## src/hdl/bafr_pkg.sv

```systemverilog
// bafr_pkg: constants, codes and write-port structs for the bump allocator
// with first-fit reuse. no dependencies; used by bafr_slot_store and the top level.
`timescale 1ns / 1ps

package bafr_pkg;

  localparam int POOL_BYTES   = 1024;
  localparam int ALIGN_SHIFT  = 3;
  localparam int ALIGN_BYTES  = 1 << ALIGN_SHIFT;
  localparam int HEADER_BYTES = 16;
  localparam int SLOT_COUNT   = POOL_BYTES / ALIGN_BYTES;
  localparam int SLOT_W       = $clog2(SLOT_COUNT);
  localparam int LINK_W       = SLOT_W + 1;
  localparam int ADDR_W       = 11;
  localparam int SIZE_W       = 11;
  localparam int KIND_W       = 2;
  localparam int SUM_W        = ADDR_W + 1;

  localparam logic [LINK_W-1:0] NULL_SLOT = LINK_W'(SLOT_COUNT);

  localparam logic [KIND_W-1:0] KIND_ALLOC = 2'd0;
  localparam logic [KIND_W-1:0] KIND_FREE  = 2'd1;
  localparam logic [KIND_W-1:0] KIND_RESET = 2'd2;

  typedef struct packed {
    logic              en;
    logic [SLOT_W-1:0] addr;
    logic [LINK_W-1:0] data;
  } link_wr_t;

  typedef struct packed {
    logic              en;
    logic [SLOT_W-1:0] addr;
    logic [SIZE_W-1:0] data;
  } size_wr_t;

  typedef struct packed {
    logic [LINK_W-1:0] link;
    logic [SIZE_W-1:0] size;
  } slot_rd_t;

endpackage

```

## src/hdl/bafr_slot_store.sv

```systemverilog
// bafr_slot_store: per-slot link and size memories, one shared read address,
// registered read data, a write port each. depends on bafr_pkg.
`timescale 1ns / 1ps

module bafr_slot_store (
  input  logic                           clk,
  input  logic [bafr_pkg::SLOT_W-1:0]    rd_addr,
  output bafr_pkg::slot_rd_t             rd,
  input  bafr_pkg::link_wr_t             link_wr,
  input  bafr_pkg::size_wr_t             size_wr
);
  import bafr_pkg::*;

  logic [LINK_W-1:0] link_mem [SLOT_COUNT];
  logic [SIZE_W-1:0] size_mem [SLOT_COUNT];

  always_ff @(posedge clk) begin
    if (link_wr.en) begin
      link_mem[link_wr.addr] <= link_wr.data;
    end
    if (size_wr.en) begin
      size_mem[size_wr.addr] <= size_wr.data;
    end
    rd.link <= link_mem[rd_addr];
    rd.size <= size_mem[rd_addr];
  end

endmodule

```

## src/hdl/bump_allocator_first_fit_reuse.sv

```systemverilog
// bump_allocator_first_fit_reuse: top level, command sequencer, free-list walk
// and bump path. depends on bafr_pkg and bafr_slot_store.
//
//   channel   signals                                        handshake
//   command   kind, request_size, block_address              start high while busy low
//   result    status, payload_offset, reused                 done, one cycle, no stall
//
// free, reset and unknown commands: result in the cycle after the command, busy stays low.
// alloc: walks the free list, one link memory read per link visited, then takes the
// bump path on a miss or an empty list; busy high meanwhile.
// rst is synchronous: empty free list, bump offset zero. the slot memories are not
// cleared; the block does not check that a slot is written before it is read.
`timescale 1ns / 1ps

module bump_allocator_first_fit_reuse (
  input  logic                          clk,
  input  logic                          rst,
  input  logic                          start,
  output logic                          busy,
  input  logic [bafr_pkg::KIND_W-1:0]   kind,
  input  logic [bafr_pkg::SIZE_W-1:0]   request_size,
  input  logic [bafr_pkg::ADDR_W-1:0]   block_address,
  output logic                          done,
  output logic                          status,
  output logic [bafr_pkg::ADDR_W-1:0]   payload_offset,
  output logic                          reused
);
  import bafr_pkg::*;

  typedef enum logic [2:0] {
    S_IDLE = 3'b001,
    S_WALK = 3'b010,
    S_BUMP = 3'b100
  } state_t;

  state_t            state;
  logic [LINK_W-1:0] head;
  logic [ADDR_W-1:0] bump;
  logic [SIZE_W-1:0] req;
  logic [SLOT_W-1:0] cur;
  logic [LINK_W-1:0] prev;
  logic [SLOT_W-1:0] steps;

  logic [SLOT_W-1:0] rd_addr;
  slot_rd_t          rd;
  link_wr_t          link_wr;
  size_wr_t          size_wr;

  logic              accept;
  logic              hit;
  logic              walk_last;
  logic [ADDR_W-1:0] hdr;
  logic              free_ok;
  logic [SLOT_W-1:0] free_slot;
  logic [SUM_W-1:0]  rounded;
  logic [SUM_W-1:0]  end_sum;
  logic              fits;
  logic [ADDR_W-1:0] hit_offset;
  logic [SUM_W-1:0]  bump_payload;

  assign busy   = (state != S_IDLE);
  assign accept = start && !busy;

  bafr_slot_store u_store (
    .clk     (clk),
    .rd_addr (rd_addr),
    .rd      (rd),
    .link_wr (link_wr),
    .size_wr (size_wr)
  );

  always_comb begin
    hit       = (req <= rd.size);
    walk_last = (steps == SLOT_W'(SLOT_COUNT - 1)) || (rd.link >= NULL_SLOT);
    rd_addr   = (state == S_IDLE) ? head[SLOT_W-1:0] : rd.link[SLOT_W-1:0];

    // free address must sit past the header, on the alignment grid, inside the store
    hdr       = block_address - ADDR_W'(HEADER_BYTES);
    free_slot = hdr[ALIGN_SHIFT +: SLOT_W];
    free_ok   = (block_address >= ADDR_W'(HEADER_BYTES))
             && (hdr[ALIGN_SHIFT-1:0] == '0)
             && ((hdr >> ALIGN_SHIFT) < ADDR_W'(SLOT_COUNT));

    rounded      = (SUM_W'(bump) + SUM_W'(ALIGN_BYTES - 1))
                 & ~SUM_W'(ALIGN_BYTES - 1);
    end_sum      = rounded + SUM_W'(HEADER_BYTES) + SUM_W'(req);
    fits         = (end_sum <= SUM_W'(POOL_BYTES));
    bump_payload = rounded + SUM_W'(HEADER_BYTES);
    hit_offset   = ADDR_W'({cur, ALIGN_SHIFT'(0)}) + ADDR_W'(HEADER_BYTES);

    link_wr = '0;
    if (state == S_IDLE && accept && kind == KIND_FREE && free_ok) begin
      link_wr.en   = 1'b1;
      link_wr.addr = free_slot;
      link_wr.data = head;
    end else if (state == S_WALK && hit && prev != NULL_SLOT) begin
      // unlink a slot that is not the list head
      link_wr.en   = 1'b1;
      link_wr.addr = prev[SLOT_W-1:0];
      link_wr.data = rd.link;
    end

    size_wr      = '0;
    size_wr.en   = (state == S_BUMP) && fits;
    size_wr.addr = rounded[ALIGN_SHIFT +: SLOT_W];
    size_wr.data = req;
  end

  always_ff @(posedge clk) begin
    if (rst) begin
      state <= S_IDLE;
      head  <= NULL_SLOT;
      bump  <= '0;
      done  <= 1'b0;
    end else begin
      done <= 1'b0;
      case (state)
        S_IDLE: begin
          if (accept) begin
            case (kind)
              KIND_ALLOC: begin
                req   <= request_size;
                cur   <= head[SLOT_W-1:0];
                prev  <= NULL_SLOT;
                steps <= '0;
                state <= (head == NULL_SLOT) ? S_BUMP : S_WALK;
              end
              KIND_FREE: begin
                if (free_ok) begin
                  head <= LINK_W'(free_slot);
                end
              end
              KIND_RESET: begin
                head <= NULL_SLOT;
                bump <= '0;
              end
              default: begin
              end
            endcase
            if (kind != KIND_ALLOC) begin
              done           <= 1'b1;
              status         <= 1'b0;
              payload_offset <= '0;
              reused         <= 1'b0;
            end
          end
        end
        S_WALK: begin
          // read data for cur arrived this cycle
          if (hit) begin
            if (prev == NULL_SLOT) begin
              head <= rd.link;
            end
            done           <= 1'b1;
            status         <= 1'b0;
            payload_offset <= hit_offset;
            reused         <= 1'b1;
            state          <= S_IDLE;
          end else begin
            prev  <= LINK_W'(cur);
            cur   <= rd.link[SLOT_W-1:0];
            steps <= steps + SLOT_W'(1);
            if (walk_last) begin
              state <= S_BUMP;
            end
          end
        end
        S_BUMP: begin
          done   <= 1'b1;
          reused <= 1'b0;
          state  <= S_IDLE;
          if (fits) begin
            bump           <= end_sum[ADDR_W-1:0];
            status         <= 1'b0;
            payload_offset <= bump_payload[ADDR_W-1:0];
          end else begin
            status         <= 1'b1;
            payload_offset <= '0;
          end
        end
        default: begin
          state <= S_IDLE;
        end
      endcase
    end
  end

endmodule
```

## config.mk

```make
export PLATFORM = sky130hd
export DESIGN_NAME = bump_allocator_first_fit_reuse
export DESIGN_NICKNAME = d
export VERILOG_FILES = /design/src/hdl/bafr_pkg.sv /design/src/hdl/bafr_slot_store.sv /design/src/hdl/bump_allocator_first_fit_reuse.sv
export SDC_FILE = /design/constraint.sdc
export NUM_CORES = 2
export LEC_CHECK = 0
export BUFFER_PORTS_ARGS = -buffer_cell sky130_fd_sc_hd__buf_4
export CAP_MARGIN = 20
export CORE_ASPECT_RATIO = 1.4
export CORE_MARGIN = 2
export CORE_UTILIZATION = 45
export CTS_BUF_LIST = sky130_fd_sc_hd__clkbuf_16
export CTS_CLUSTER_DIAMETER = 40
export DETAILED_ROUTE_END_ITERATION = 10
export SLEW_MARGIN = 10
export SYNTH_ARGS = -nofsm -noshare
export SYNTH_HDL_FRONTEND = slang
export SYNTH_HIERARCHICAL = 1
export SYNTH_SLANG_ARGS = --single-unit
```

## constraint.sdc

```tcl
create_clock -name clk -period 6.7 [get_ports clk]
set_input_delay 0.67 -clock clk [delete_from_list [all_inputs] [get_ports clk]]
set_output_delay 0.67 -clock clk [all_outputs]
set_load 0.1 [all_outputs]
```

==> flow_summary.yaml <==
placed_design:
  place.port_buffers: 38
  place_congestion: 0.815
  hpwl_um: 141000
synthesis:
  synth_edf_count: 2475
  synth_seq_area_share: 0.766
  synth.largest_area_cell: "edfxtp_1"
  synthArstFlopShare: 0
  synth-simple-area-share: 0.0215
  synthMuxAreaShare: 0.185
  syn_area_per_cell_um2: 23.0
  synthXorXnorAreaFrac: 0.00232
  yosys-top-cells-area: "edfxtp_1, mux4_2, nor2_1"
  synth_fa_ha_area_frac: 0.00324
  synth_flop_cell: "edfxtp_1"
  yosysUniqueCellTypes: 71
  synth_compound_area_frac: 0.00971
  syn_inst: 4261
  yosys.area.top_type_share: 0.758
  yosys_warnings: 6
  synth-seq-cells: 2517
  synthesis.area_mm2: 0.0981
  synth_top_family_by_area: "multiplexers"
global_route:
  grt_pass1_wl_um: 335000
  grt_start_max_net_pins: 137
  grt-ovfl-total: 0
  grt.total_usage: 0.209
  antenna_found_initial: 3
  grt_pass1_vias: 46211
timing:
  slew_headroom: 0.169
  fin_setup_tns_ps: 0
  tightest_slew_ps: 1240
  grt_setup_unrepaired: "no"
  max_freq_ghz: 0.172
  finalCriticalPeriod_ps: 5810
  holdWs_ps: 127
  drv_slew: 0
  hold_violations: 0
  period_share: 0.868
  skew_ps: 57.3
  setup_viol: 0
floorplanning:
  dieArea_mm2: 0.222
  rows: 202
  coreArea_mm2: 0.217
  die_h_um: 556
  die_w_um: 399
  start_util: 0.453
  ioPinCount: 42
clock_tree:
  numCtsBuffers: 240
  cts_resized: 0
  clk_path_buf_depth: 4
  htreeDepth: 4
  clk_pin_slew_worst_paths_ps: 70
  post-cts-setup-buffers: 0
  cts.sinks: 2517
  clock_latency_ps: 890
  holdBufCountCts: 11
  cts_root_buf: "clkbuf_16"
  cts_tree: "built"
critical_path:
  crit_buf_inv: 2
  path_delay_family: "simple AND/OR/NAND/NOR gates"
  r2r_setup_slack_ps: 890
  critPathLaunchType: "flip-flop"
  ff2ff_path_depth: 18
  path_depth: 18
  required_ps: 7170
  crit_fanout: 20
  cpPeakStageDelay_ps: 810
  crit_slowest_cell: "nor2_1"
  crit_path_cell_trace: "o31a_1 -> nand2_1 -> xnor2_1 -> ha_1 -> maj3_1 -> nand2_1 -> xnor2_1 -> ha_1 -> o21a_1 -> o21ai_0 -> a31oi_1 -> or4_1 -> a22o_4 -> clkinv_2 -> nor2b_1 -> nand3_1 -> buf_4 -> nor2_1"
  arrival_ps: 6280
  worstSetupEndpointType: "flip-flop"
  crit_type: "reg2reg"
pwr:
  p_sw_frac: 0.242
  p_clk_frac: 0.372
  p_leak_uw: 0.0357
  intPower_uw: 26700
  p_sw_uw: 8500
  pwr-share-seq: 0.489
  p_comb_frac: 0.139
  power_density_mw_per_mm2: 319
  ir_drop_mv: 0.211
drt:
  vias_per_cell: 5.98
  via_count: 45105
  routed_wl_um: 231000
  drtPass1Iterations: 5
  ant_nets: 0
  wire_per_inst_um: 30.6
  drc_errors: 0
  drt_iter0_drc: 4333
layout:
  final_layout_size_suffix_gt1_frac: 0.299
  fill_cells: 16610
  final_util: 0.510
  syn_to_final_growth_pct: 12.6
  final_nets: 4554
min_path:
  hold_depth: 3
  hp-class: "in2reg"
outcome:
  status: "finished clean"
run:
  drv_cap: 0
layer usage:
metal,wire length [um],global-route usage,vias to the layer above
met4,5870,0.0526,0
met2,120000,0.362,1486
met1,92000,0.280,24721
met3,12600,0.0266,315
met5,0,0,-
li1,-,-,18583
worst paths after layout:
check          start                       end
max reg2reg  bump[1]  u_store/size_mem[117][6]
min            start                  state[2]
min reg2reg  bump[2]                   bump[2]
max          bump[1]  u_store/size_mem[117][6]
cell families after synthesis:
| group | Yosys count |
|---|---|
| xor gates and xnor gates | 26 |
| muxes | 817 |
| AOI/OAI and AO/OA | 133 |
| DFF | 2517 |
| adders and majority gates | 25 |
| buffers and inverters | 259 |
| and+or+nand+nor | 483 |
| other | 1 |
flip-flops by register name, indices dropped and copies added (netlist names):
name              cells
bump                 11
cur                   7
done                  1
head                  8
payload_offset        8
prev                  8
req                  11
reused                1
state                 3
status                1
steps                 7
u_store/link_mem   1024
u_store/rd           19
u_store/size_mem   1408
power groups by stage:
stage                     logic (uW)  clock network (uW)  registers, uW
final                           4890               13100          17200
after global routing            5110               13900          17200
after CTS                       4990               13300          17200
after detailed placement        4970                   0          17600
after global placement          4960                   0          17600
after floorplan                 3290                   0          17600
layout make-up:
cell class / count / area, um2 / area share
antenna: 3 / 7.51 / 0.0000680
clock buffer: 244 / 6110 / 0.0553
clock inverter: 183 / 1440 / 0.0131
inverter: 32 / 121 / 0.00110
multi-input combinational: 1487 / 22000 / 0.199
sequential: 2517 / 75200 / 0.681
tap: 2856 / 3570 / 0.0324
timing repair buffer: 225 / 2020 / 0.0183
cell usage after synthesis, types with 6 or more instances:
cell,instances
nand3_1,39
and3_1,6
o21ai_0,31
inv_1,28
dfxtp_1,42
xnor2_1,15
nor2_1,289
and2_1,10
nand2b_1,10
a22o_1,6
nor2b_1,16
a211oi_1,9
nand2_1,61
nand4_1,11
a21oi_1,23
ha_1,23
buf_1,21
a32o_1,9
a311oi_1,9
buf_2,59
mux2_2,19
nor3_1,16
xor2_1,11
a21o_1,6
edfxtp_1,2475
clkbuf_1,137
mux4_2,798
worst min-delay path, stage by stage:
cell      delay [ps]
buf_4            130
nand2_1           80
a211oi_1          80
cell usage in the layout, fill, tap and decap left out, drive strengths merged, types with 4 or more instances in the layout:
master	netlist	routed
a211oi	9	9
a21oi	25	25
inv	28	77
bufinv	0	17
o21a	4	4
nand2b	10	10
a22oi	5	5
nand2	61	61
clkinv	4	103
nand3b	4	4
nor2	290	290
nand4	11	11
buf	90	214
a21o	6	6
clkbuf	137	244
ha	23	23
nor2b	16	16
and3	6	6
a32o	9	9
nor3	16	16
xor2	11	11
dlygate4sd3	0	11
edfxtp	2475	2475
a311oi	9	9
nand3	39	39
and2	10	10
mux4	798	798
xnor2	15	15
o21ai	31	31
mux2	19	19
dfxtp	42	42
clkinvlp	0	18
a22o	7	7
o2bb2ai	4	4
per-stage QoR:
step / setup WS [ps] / total power (uW) / instances / instance area [um2]
3_3_place_gp: 945 / 22500 / 7101 / 103000
2_1_floorplan: 603 / 20900 / 4263 / 98100
3_5_place_dp: 978 / 22500 / 7104 / 103000
5_1_grt: 469 / 36200 / 7545 / 110000
4_1_cts: 930 / 35500 / 7542 / 110000
6_report: 887 / 35200 / 7547 / 110000
Power figures use the tool's default switching activity.
